===== src/rtl/henon_pkg.sv =====
`timescale 1ns / 1ps
// ----------------------------------------------------------------------------
// henon_pkg
// Types and constants shared by the complex Henon escape-time block and its
// checker.
// ----------------------------------------------------------------------------
package henon_pkg;

    localparam int VAL_W       = 32;
    localparam int ITER_BITS   = 10;
    localparam int CODE_W      = ITER_BITS + 2;
    localparam int CFG_INDEX_W = 3;
    localparam int ESCAPE_NORM = 100;
    localparam int LIMIT_RESET = 50;

    localparam logic [1:0] OUTCOME_FORWARD  = 2'd0;
    localparam logic [1:0] OUTCOME_BACKWARD = 2'd1;
    localparam logic [1:0] OUTCOME_BOUNDED  = 2'd2;

    typedef enum logic [CFG_INDEX_W-1:0] {
        REG_START_X_RE    = 3'd0,
        REG_START_X_IM    = 3'd1,
        REG_START_Y_RE    = 3'd2,
        REG_START_Y_IM    = 3'd3,
        REG_ITERATION_LIM = 3'd4
    } cfg_reg_t;

    typedef struct packed {
        logic signed [VAL_W-1:0] point_re;
        logic signed [VAL_W-1:0] point_im;
    } point_t;

    typedef struct packed {
        logic [1:0]               outcome;
        logic [ITER_BITS-1:0]     steps;
        logic signed [CODE_W-1:0] colour_code;
    } result_t;

endpackage


===== src/rtl/henon_escape_time.sv =====
`timescale 1ns / 1ps
// ----------------------------------------------------------------------------
// henon_escape_time
// Escape-time colour code for the complex Henon family, Q8.24 fixed point,
// computed on one shared 32x32 signed multiplier.
// ----------------------------------------------------------------------------
// One item is worked on at a time. Each map step forms three products on the
// single registered 32x32 multiplier (re*re, im*im, re*im) in states SQ_RR,
// SQ_II and SQ_RI, then makes the escape decision and the saturating update
// in the CHECK state. If the forward run does not escape before the
// iteration limit, a backward run follows, with one more pass for the escape
// test of the starting x. The iteration limit resets to 50. The point input
// is stalled while an item is at work; a finished result may sit in the
// output register while the next item is accepted. Configuration must be
// written only while idle; the block itself does not enforce this.
module henon_escape_time #(
    parameter int FRAC_BITS = 24
) (
    input  logic                                clk,
    input  logic                                rst_n,
    input  logic                                point_valid,
    output logic                                point_stall,
    input  henon_pkg::point_t                   point,
    output logic                                result_valid,
    input  logic                                result_stall,
    output henon_pkg::result_t                  result,
    input  logic                                cfg_valid,
    output logic                                cfg_ready,
    input  logic [henon_pkg::CFG_INDEX_W-1:0]   cfg_index,
    input  logic [henon_pkg::VAL_W-1:0]         cfg_data
);
    import henon_pkg::*;

    localparam int PW = 2 * VAL_W;
    localparam int SW = PW + 3;
    localparam int CW = (2 * FRAC_BITS + 8 > PW + 2) ? 2 * FRAC_BITS + 8 : PW + 2;
    localparam logic [CW-1:0] ESC_THR = CW'(ESCAPE_NORM) << (2 * FRAC_BITS);

    typedef enum logic [5:0] {
        ST_IDLE  = 6'b000001,
        ST_SQ_RR = 6'b000010,
        ST_SQ_II = 6'b000100,
        ST_SQ_RI = 6'b001000,
        ST_CHECK = 6'b010000,
        ST_EMIT  = 6'b100000
    } state_t;

    state_t state_reg, state_next;

    logic signed [VAL_W-1:0] start_x_re_reg, start_x_im_reg;
    logic signed [VAL_W-1:0] start_y_re_reg, start_y_im_reg;
    logic [ITER_BITS-1:0]    limit_reg;

    logic signed [VAL_W-1:0] x_re_reg, x_im_reg, y_re_reg, y_im_reg;
    logic signed [VAL_W-1:0] x_re_next, x_im_next, y_re_next, y_im_next;
    logic signed [VAL_W-1:0] t_re_reg, t_im_reg;
    logic [ITER_BITS-1:0]    iter_reg, iter_next;
    logic                    back_reg, back_next;
    logic                    first_reg, first_next;

    logic signed [PW-1:0]    prod_reg, prod_next;
    logic signed [PW-1:0]    rr_reg;
    logic signed [PW:0]      diff_reg;
    logic                    esc_reg;

    result_t res_reg, res_next;
    result_t result_reg;
    logic    result_valid_reg;

    logic signed [VAL_W-1:0] op_re, op_im, mul_a, mul_b;
    logic [PW:0]             norm_sum;
    logic                    esc_next;
    logic signed [PW:0]      sq_re;
    logic signed [PW-1:0]    sq_im;
    logic signed [SW-1:0]    fwd_re, fwd_im, bwd_re, bwd_im;
    logic [ITER_BITS-1:0]    iter_inc;
    logic                    out_free;

    function automatic logic signed [VAL_W-1:0] sat_val(input logic signed [SW-1:0] v);
        logic signed [VAL_W-1:0] r;
        if ((&v[SW-1:VAL_W-1]) || !(|v[SW-1:VAL_W-1]))
        begin
            r = v[VAL_W-1:0];
        end
        else if (v[SW-1])
        begin
            r = {1'b1, {(VAL_W-1){1'b0}}};
        end
        else
        begin
            r = {1'b0, {(VAL_W-1){1'b1}}};
        end
        return r;
    endfunction

    function automatic result_t make_result(input logic [1:0] oc,
                                            input logic [ITER_BITS-1:0] n);
        result_t r;
        r.outcome = oc;
        unique case (oc)
            OUTCOME_FORWARD:
            begin
                r.steps       = n;
                r.colour_code = {1'b0, n, 1'b0};
            end
            OUTCOME_BACKWARD:
            begin
                r.steps       = n;
                r.colour_code = {1'b0, n, 1'b1};
            end
            default:
            begin
                r.steps       = '0;
                r.colour_code = '1;
            end
        endcase
        return r;
    endfunction

    assign cfg_ready    = 1'b1;
    assign point_stall  = (state_reg != ST_IDLE);
    assign result_valid = result_valid_reg;
    assign result       = result_reg;

    // configuration registers
    always_ff @(posedge clk or negedge rst_n)
    begin
        if (!rst_n)
        begin
            start_x_re_reg <= '0;
            start_x_im_reg <= '0;
            start_y_re_reg <= '0;
            start_y_im_reg <= '0;
            limit_reg      <= ITER_BITS'(LIMIT_RESET);
        end
        else if (cfg_valid && cfg_ready)
        begin
            unique case (cfg_index)
                REG_START_X_RE:    start_x_re_reg <= cfg_data;
                REG_START_X_IM:    start_x_im_reg <= cfg_data;
                REG_START_Y_RE:    start_y_re_reg <= cfg_data;
                REG_START_Y_IM:    start_y_im_reg <= cfg_data;
                REG_ITERATION_LIM: limit_reg      <= cfg_data[ITER_BITS-1:0];
                default:           ;
            endcase
        end
    end

    // shared multiplier operands
    assign op_re = (back_reg && !first_reg) ? y_re_reg : x_re_reg;
    assign op_im = (back_reg && !first_reg) ? y_im_reg : x_im_reg;

    always_comb
    begin
        unique case (state_reg)
            ST_SQ_RR:
            begin
                mul_a = op_re;
                mul_b = op_re;
            end
            ST_SQ_II:
            begin
                mul_a = op_im;
                mul_b = op_im;
            end
            default:
            begin
                mul_a = op_re;
                mul_b = op_im;
            end
        endcase
    end

    assign prod_next = mul_a * mul_b;

    // norm of the operand, valid in the re*im cycle
    assign norm_sum = {1'b0, rr_reg} + {1'b0, prod_reg};
    assign esc_next = (CW'(norm_sum) >= ESC_THR);

    // square and the two map updates
    assign sq_re  = diff_reg >>> FRAC_BITS;
    assign sq_im  = prod_reg >>> (FRAC_BITS - 1);
    assign fwd_re = SW'(y_re_reg) + SW'(sq_re) + SW'(t_re_reg);
    assign fwd_im = SW'(y_im_reg) + SW'(sq_im) + SW'(t_im_reg);
    assign bwd_re = SW'(x_re_reg) - SW'(sq_re) - SW'(t_re_reg);
    assign bwd_im = SW'(x_im_reg) - SW'(sq_im) - SW'(t_im_reg);
    assign iter_inc = iter_reg + 1'b1;
    assign out_free = !result_valid_reg || !result_stall;

    always_comb
    begin
        state_next = state_reg;
        x_re_next  = x_re_reg;
        x_im_next  = x_im_reg;
        y_re_next  = y_re_reg;
        y_im_next  = y_im_reg;
        iter_next  = iter_reg;
        back_next  = back_reg;
        first_next = first_reg;
        res_next   = res_reg;
        unique case (state_reg)
            ST_IDLE:
            begin
                if (point_valid)
                begin
                    x_re_next  = start_x_re_reg;
                    x_im_next  = start_x_im_reg;
                    y_re_next  = start_y_re_reg;
                    y_im_next  = start_y_im_reg;
                    iter_next  = '0;
                    back_next  = 1'b0;
                    first_next = 1'b0;
                    state_next = ST_SQ_RR;
                end
            end
            ST_SQ_RR:
            begin
                state_next = ST_SQ_II;
            end
            ST_SQ_II:
            begin
                state_next = ST_SQ_RI;
            end
            ST_SQ_RI:
            begin
                state_next = ST_CHECK;
            end
            ST_CHECK:
            begin
                if (!back_reg)
                begin
                    priority if (iter_reg == limit_reg)
                    begin
                        // bounded forward, restart backward from the start pair
                        x_re_next  = start_x_re_reg;
                        x_im_next  = start_x_im_reg;
                        y_re_next  = start_y_re_reg;
                        y_im_next  = start_y_im_reg;
                        iter_next  = '0;
                        back_next  = 1'b1;
                        first_next = 1'b1;
                        state_next = ST_SQ_RR;
                    end
                    else if (esc_reg)
                    begin
                        res_next   = make_result(OUTCOME_FORWARD, iter_reg);
                        state_next = ST_EMIT;
                    end
                    else
                    begin
                        x_re_next  = sat_val(fwd_re);
                        x_im_next  = sat_val(fwd_im);
                        y_re_next  = x_re_reg;
                        y_im_next  = x_im_reg;
                        iter_next  = iter_inc;
                        state_next = ST_SQ_RR;
                    end
                end
                else if (first_reg)
                begin
                    // escape test on the starting x only
                    priority if (iter_reg == limit_reg)
                    begin
                        res_next   = make_result(OUTCOME_BOUNDED, iter_reg);
                        state_next = ST_EMIT;
                    end
                    else if (esc_reg)
                    begin
                        res_next   = make_result(OUTCOME_BACKWARD, iter_reg);
                        state_next = ST_EMIT;
                    end
                    else
                    begin
                        first_next = 1'b0;
                        state_next = ST_SQ_RR;
                    end
                end
                else
                begin
                    // norm of y is the norm of the new x
                    x_re_next = y_re_reg;
                    x_im_next = y_im_reg;
                    y_re_next = sat_val(bwd_re);
                    y_im_next = sat_val(bwd_im);
                    iter_next = iter_inc;
                    priority if (iter_inc == limit_reg)
                    begin
                        res_next   = make_result(OUTCOME_BOUNDED, iter_inc);
                        state_next = ST_EMIT;
                    end
                    else if (esc_reg)
                    begin
                        res_next   = make_result(OUTCOME_BACKWARD, iter_inc);
                        state_next = ST_EMIT;
                    end
                    else
                    begin
                        state_next = ST_SQ_RR;
                    end
                end
            end
            ST_EMIT:
            begin
                if (out_free)
                begin
                    state_next = ST_IDLE;
                end
            end
            default:
            begin
                state_next = ST_IDLE;
            end
        endcase
    end

    // control state
    always_ff @(posedge clk or negedge rst_n)
    begin
        if (!rst_n)
        begin
            state_reg        <= ST_IDLE;
            back_reg         <= 1'b0;
            first_reg        <= 1'b0;
            iter_reg         <= '0;
            result_valid_reg <= 1'b0;
        end
        else
        begin
            state_reg <= state_next;
            back_reg  <= back_next;
            first_reg <= first_next;
            iter_reg  <= iter_next;
            if (state_reg == ST_EMIT && out_free)
            begin
                result_valid_reg <= 1'b1;
            end
            else if (!result_stall)
            begin
                result_valid_reg <= 1'b0;
            end
        end
    end

    // datapath
    always_ff @(posedge clk)
    begin
        x_re_reg <= x_re_next;
        x_im_reg <= x_im_next;
        y_re_reg <= y_re_next;
        y_im_reg <= y_im_next;
        prod_reg <= prod_next;
        res_reg  <= res_next;
        if (state_reg == ST_IDLE && point_valid)
        begin
            t_re_reg <= point.point_re;
            t_im_reg <= point.point_im;
        end
        if (state_reg == ST_SQ_II)
        begin
            rr_reg <= prod_reg;
        end
        if (state_reg == ST_SQ_RI)
        begin
            diff_reg <= {rr_reg[PW-1], rr_reg} - {prod_reg[PW-1], prod_reg};
            esc_reg  <= esc_next;
        end
        if (state_reg == ST_EMIT && out_free)
        begin
            result_reg <= res_reg;
        end
    end

endmodule


===== config.mk =====
export PLATFORM = sky130hd
export DESIGN_NAME = henon_escape_time
export DESIGN_NICKNAME = d
export VERILOG_FILES = /design/src/rtl/henon_pkg.sv /design/src/rtl/henon_escape_time.sv
export SDC_FILE = /design/constraint.sdc
export NUM_CORES = 2
export LEC_CHECK = 0
export BUFFER_PORTS_ARGS = -buffer_cell sky130_fd_sc_hd__buf_2
export CORE_MARGIN = 4
export CORE_UTILIZATION = 40
export CTS_CLUSTER_SIZE = 40
export DETAILED_ROUTE_END_ITERATION = 10
export PLACE_DENSITY = 0.6
export SLEW_MARGIN = 20
export SYNTH_ARGS = -nofsm -noshare
export SYNTH_HDL_FRONTEND = slang
export SYNTH_SLANG_ARGS = --single-unit
export TNS_END_PERCENT = 20

===== constraint.sdc =====
create_clock -name clk -period 13.22 [get_ports clk]
set_input_delay 2.644 -clock clk [delete_from_list [all_inputs] [get_ports clk]]
set_output_delay 2.644 -clock clk [all_outputs]
set_load 0.005 [all_outputs]

==> impl_metrics.yaml <==
grt:
  grt-ovfl-total: 0
  gr-usage-all-layers: 0.274
  grt_start_max_net_pins: 88
  antenna_found_initial: 7
  grt_first_pass_wirelength_um: 411000
  grt_pass1_vias: 63921
sta:
  relSlewSlack: 0.134
  finalCriticalPeriod_ps: 11910
  worst_slew_pin_slew_ps: 1290
  rsz0062_at_grt: "no"
  slew_violations: 0
  final.setup.tns_ps: 0
  finalClockSkew_ps: 35.6
  final-hold-violation-count: 0
  max_freq_ghz: 0.0840
  finalCritPeriodShare: 0.901
  setup_violations: 0
cts:
  ctsResizeCount: 0
  post_cts_buffers: 0
  postCtsHoldBufs: 0
  cts_tree: "done"
  cts.sinks: 565
  path_clk_slew_ps: 60
  h-tree-depth: 3
  cts_buffers: 67
  cts_buffer_depth: 3
  clockRootBuffer: "clkbuf_16"
  clk_latency_ps: 700
floorplan:
  dieArea_mm2: 0.201
  dieWidth_um: 448
  die_h_um: 448
  start_util: 0.402
  row_count: 161
  core-area_mm2: 0.193
  ios: 131
routing:
  drtIter0Drc: 6179
  wl_per_cell_um: 25.2
  routed_wirelength_um: 274000
  route.detailed.drc: 0
  ant_nets: 0
  via_count: 62664
  viasPerCell: 5.75
  drt-pass1-iter-count: 8
synth:
  synth_fp_nets: 10217
  synthArstFlopShare: 0.278
  synth_top_area_frac: 0.323
  syn_area_mm2: 0.0775
  ys_ff_latch: 565
  synth.avg_cell_area_um2: 9.24
  synth_edf_count: 344
  synth_ff_type: "edfxtp_1"
  syn_inst: 8381
  yosysMostFrequentCell: "fa_1"
  synth_top_area_cell: "fa_1"
  synth_cell_types: 89
  ys_seq_area_frac: 0.201
  netlist_top_cells_count: "fa_1, inv_1, nand2_1"
  yosysWarnings: 0
  synthTopCellsByArea: "fa_1, edfxtp_1, ha_1"
worst_setup_path:
  cpLargestDelayFamily: "adder cells"
  path_class: "reg -> reg"
  r2r_slack_ps: 1310
  crit_top_cell: "fa_1"
  cpPeakStageDelay_ps: 940
  worstRegToRegCells: 31
  startpoint_type: "flop"
  critPathSlowestCell: "o21a_1"
  r2r_start: "state_reg[5]$_DFFE_PN0P_"
  reg2reg_to: "prod_reg[63]$_DFF_P_"
  cp.arrival_ps: 12500
  cp_data_required_time_ps: 13810
  crit_path_start: "state_reg[5]$_DFFE_PN0P_"
  end_kind: "flop"
  cp_max_fo: 84
  crit_buf_inv: 4
finish:
  area_growth_pct: 7.49
  layout-drive-gt1-share: 0.0721
  fin_util: 0.432
  final_cell_count_no_fill: 10905
  num-nets-final: 10160
place:
  placedCellCount: 10780
  place_hpwl_um: 219000
  place_congestion: 0.993
  numPortBuffers: 129
worst_hold_path:
  worstHoldPathCells: 0
  whs_endpoint: "result[7]$_DFFE_PP_"
  hold_start: "res_reg[7]$_DFFE_PP_"
  hold_path.class: "reg -> reg"
outcome:
  status: "finished clean"
flow_run:
  cap_violations: 0
## layer usage
layer / vias up / share of wire / track usage
li1: 27246 / - / -
met1: 31913 / 0.40 / 0.363
met2: 2897 / 0.45 / 0.430
met3: 606 / 0.088 / 0.0553
met4: 2 / 0.058 / 0.130
met5: - / 0.000036 / 0
## logic make-up after synthesis
family | after synthesis | synth area share
other cells | 1 | 0.0000484
buf+inv | 1640 | 0.0797
xor+xnor | 256 | 0.0289
fa+ha+maj | 1732 | 0.401
compound gates | 1513 | 0.127
flops | 565 | 0.201
mux | 163 | 0.0250
simple gates | 2511 | 0.138
## stage by stage
step | hold slack (ps) | cell area [µm²] | setup WS [ps]
3_5_place_dp | 406 | 81000 | 1690
6_report | 418 | 83300 | 1310
2_1_floorplan | 400 | 77500 | 2840
5_1_grt | 415 | 83300 | 939
3_3_place_gp | 408 | 81000 | 1840
4_1_cts | 408 | 83200 | 1640
## how the worst max path moves through the flow
| stage | endpoint | slack, ps | cells past startpoint |
|---|---|---|---|
| floorplan | prod_reg[63]$_DFF_P_ | 2840 | 32 |
| global placement | prod_reg[63]$_DFF_P_ | 1840 | 31 |
| detailed placement | prod_reg[63]$_DFF_P_ | 1690 | 31 |
| CTS | prod_reg[63]$_DFF_P_ | 1640 | 29 |
| global route | prod_reg[63]$_DFF_P_ | 940 | 29 |
| finish | prod_reg[63]$_DFF_P_ | 1310 | 31 |
## layout by cell type, fill, tap and decap left out, types with 42 or more instances in the layout
cell,netlist,final
a211oi_1,43,43
nand2_1,983,982
nor3_1,75,75
o21a_1,85,85
dfrtp_1,153,152
xor2_1,83,83
o21bai_1,57,57
buf_4,3,128
fa_1,1249,1249
o21ai_0,265,252
a22oi_1,69,69
o211ai_1,68,68
nand4_1,56,56
a21o_1,159,159
o31ai_1,54,53
edfxtp_1,344,344
nand3_1,138,137
nor2b_1,42,42
clkbuf_16,0,68
nor2_1,948,943
buf_2,8,129
xnor2_1,173,173
a31oi_1,86,84
mux2_2,141,141
inv_1,1248,1246
dfxtp_1,64,64
a21oi_1,378,377
nand2b_1,65,64
ha_1,483,483
## cell type report
type / count / area, µm²
clock inverter: 34 / 347
inverter: 1252 / 4710
antenna: 1 / 2.50
multi-input combinational: 6176 / 56000
timing repair buffer: 262 / 1680
sequential: 565 / 15500
clock buffer: 89 / 1840
fill: 18755 / 109000
tap: 2526 / 3160
## worst register-to-register path: cells and delay by family, from the launching register on
kind,cells,cell delay [ps]
AO/OA/AOI/OAI,10,4230
adder cells (fa/ha/maj),9,4500
buffers and inverters,4,910
flip-flops,1,420
AND/OR/NAND/NOR,8,1790
Power is left out: the tool's default activity adds up to more than one toggle a clock period on the data nets, which glitch-free logic cannot reach.
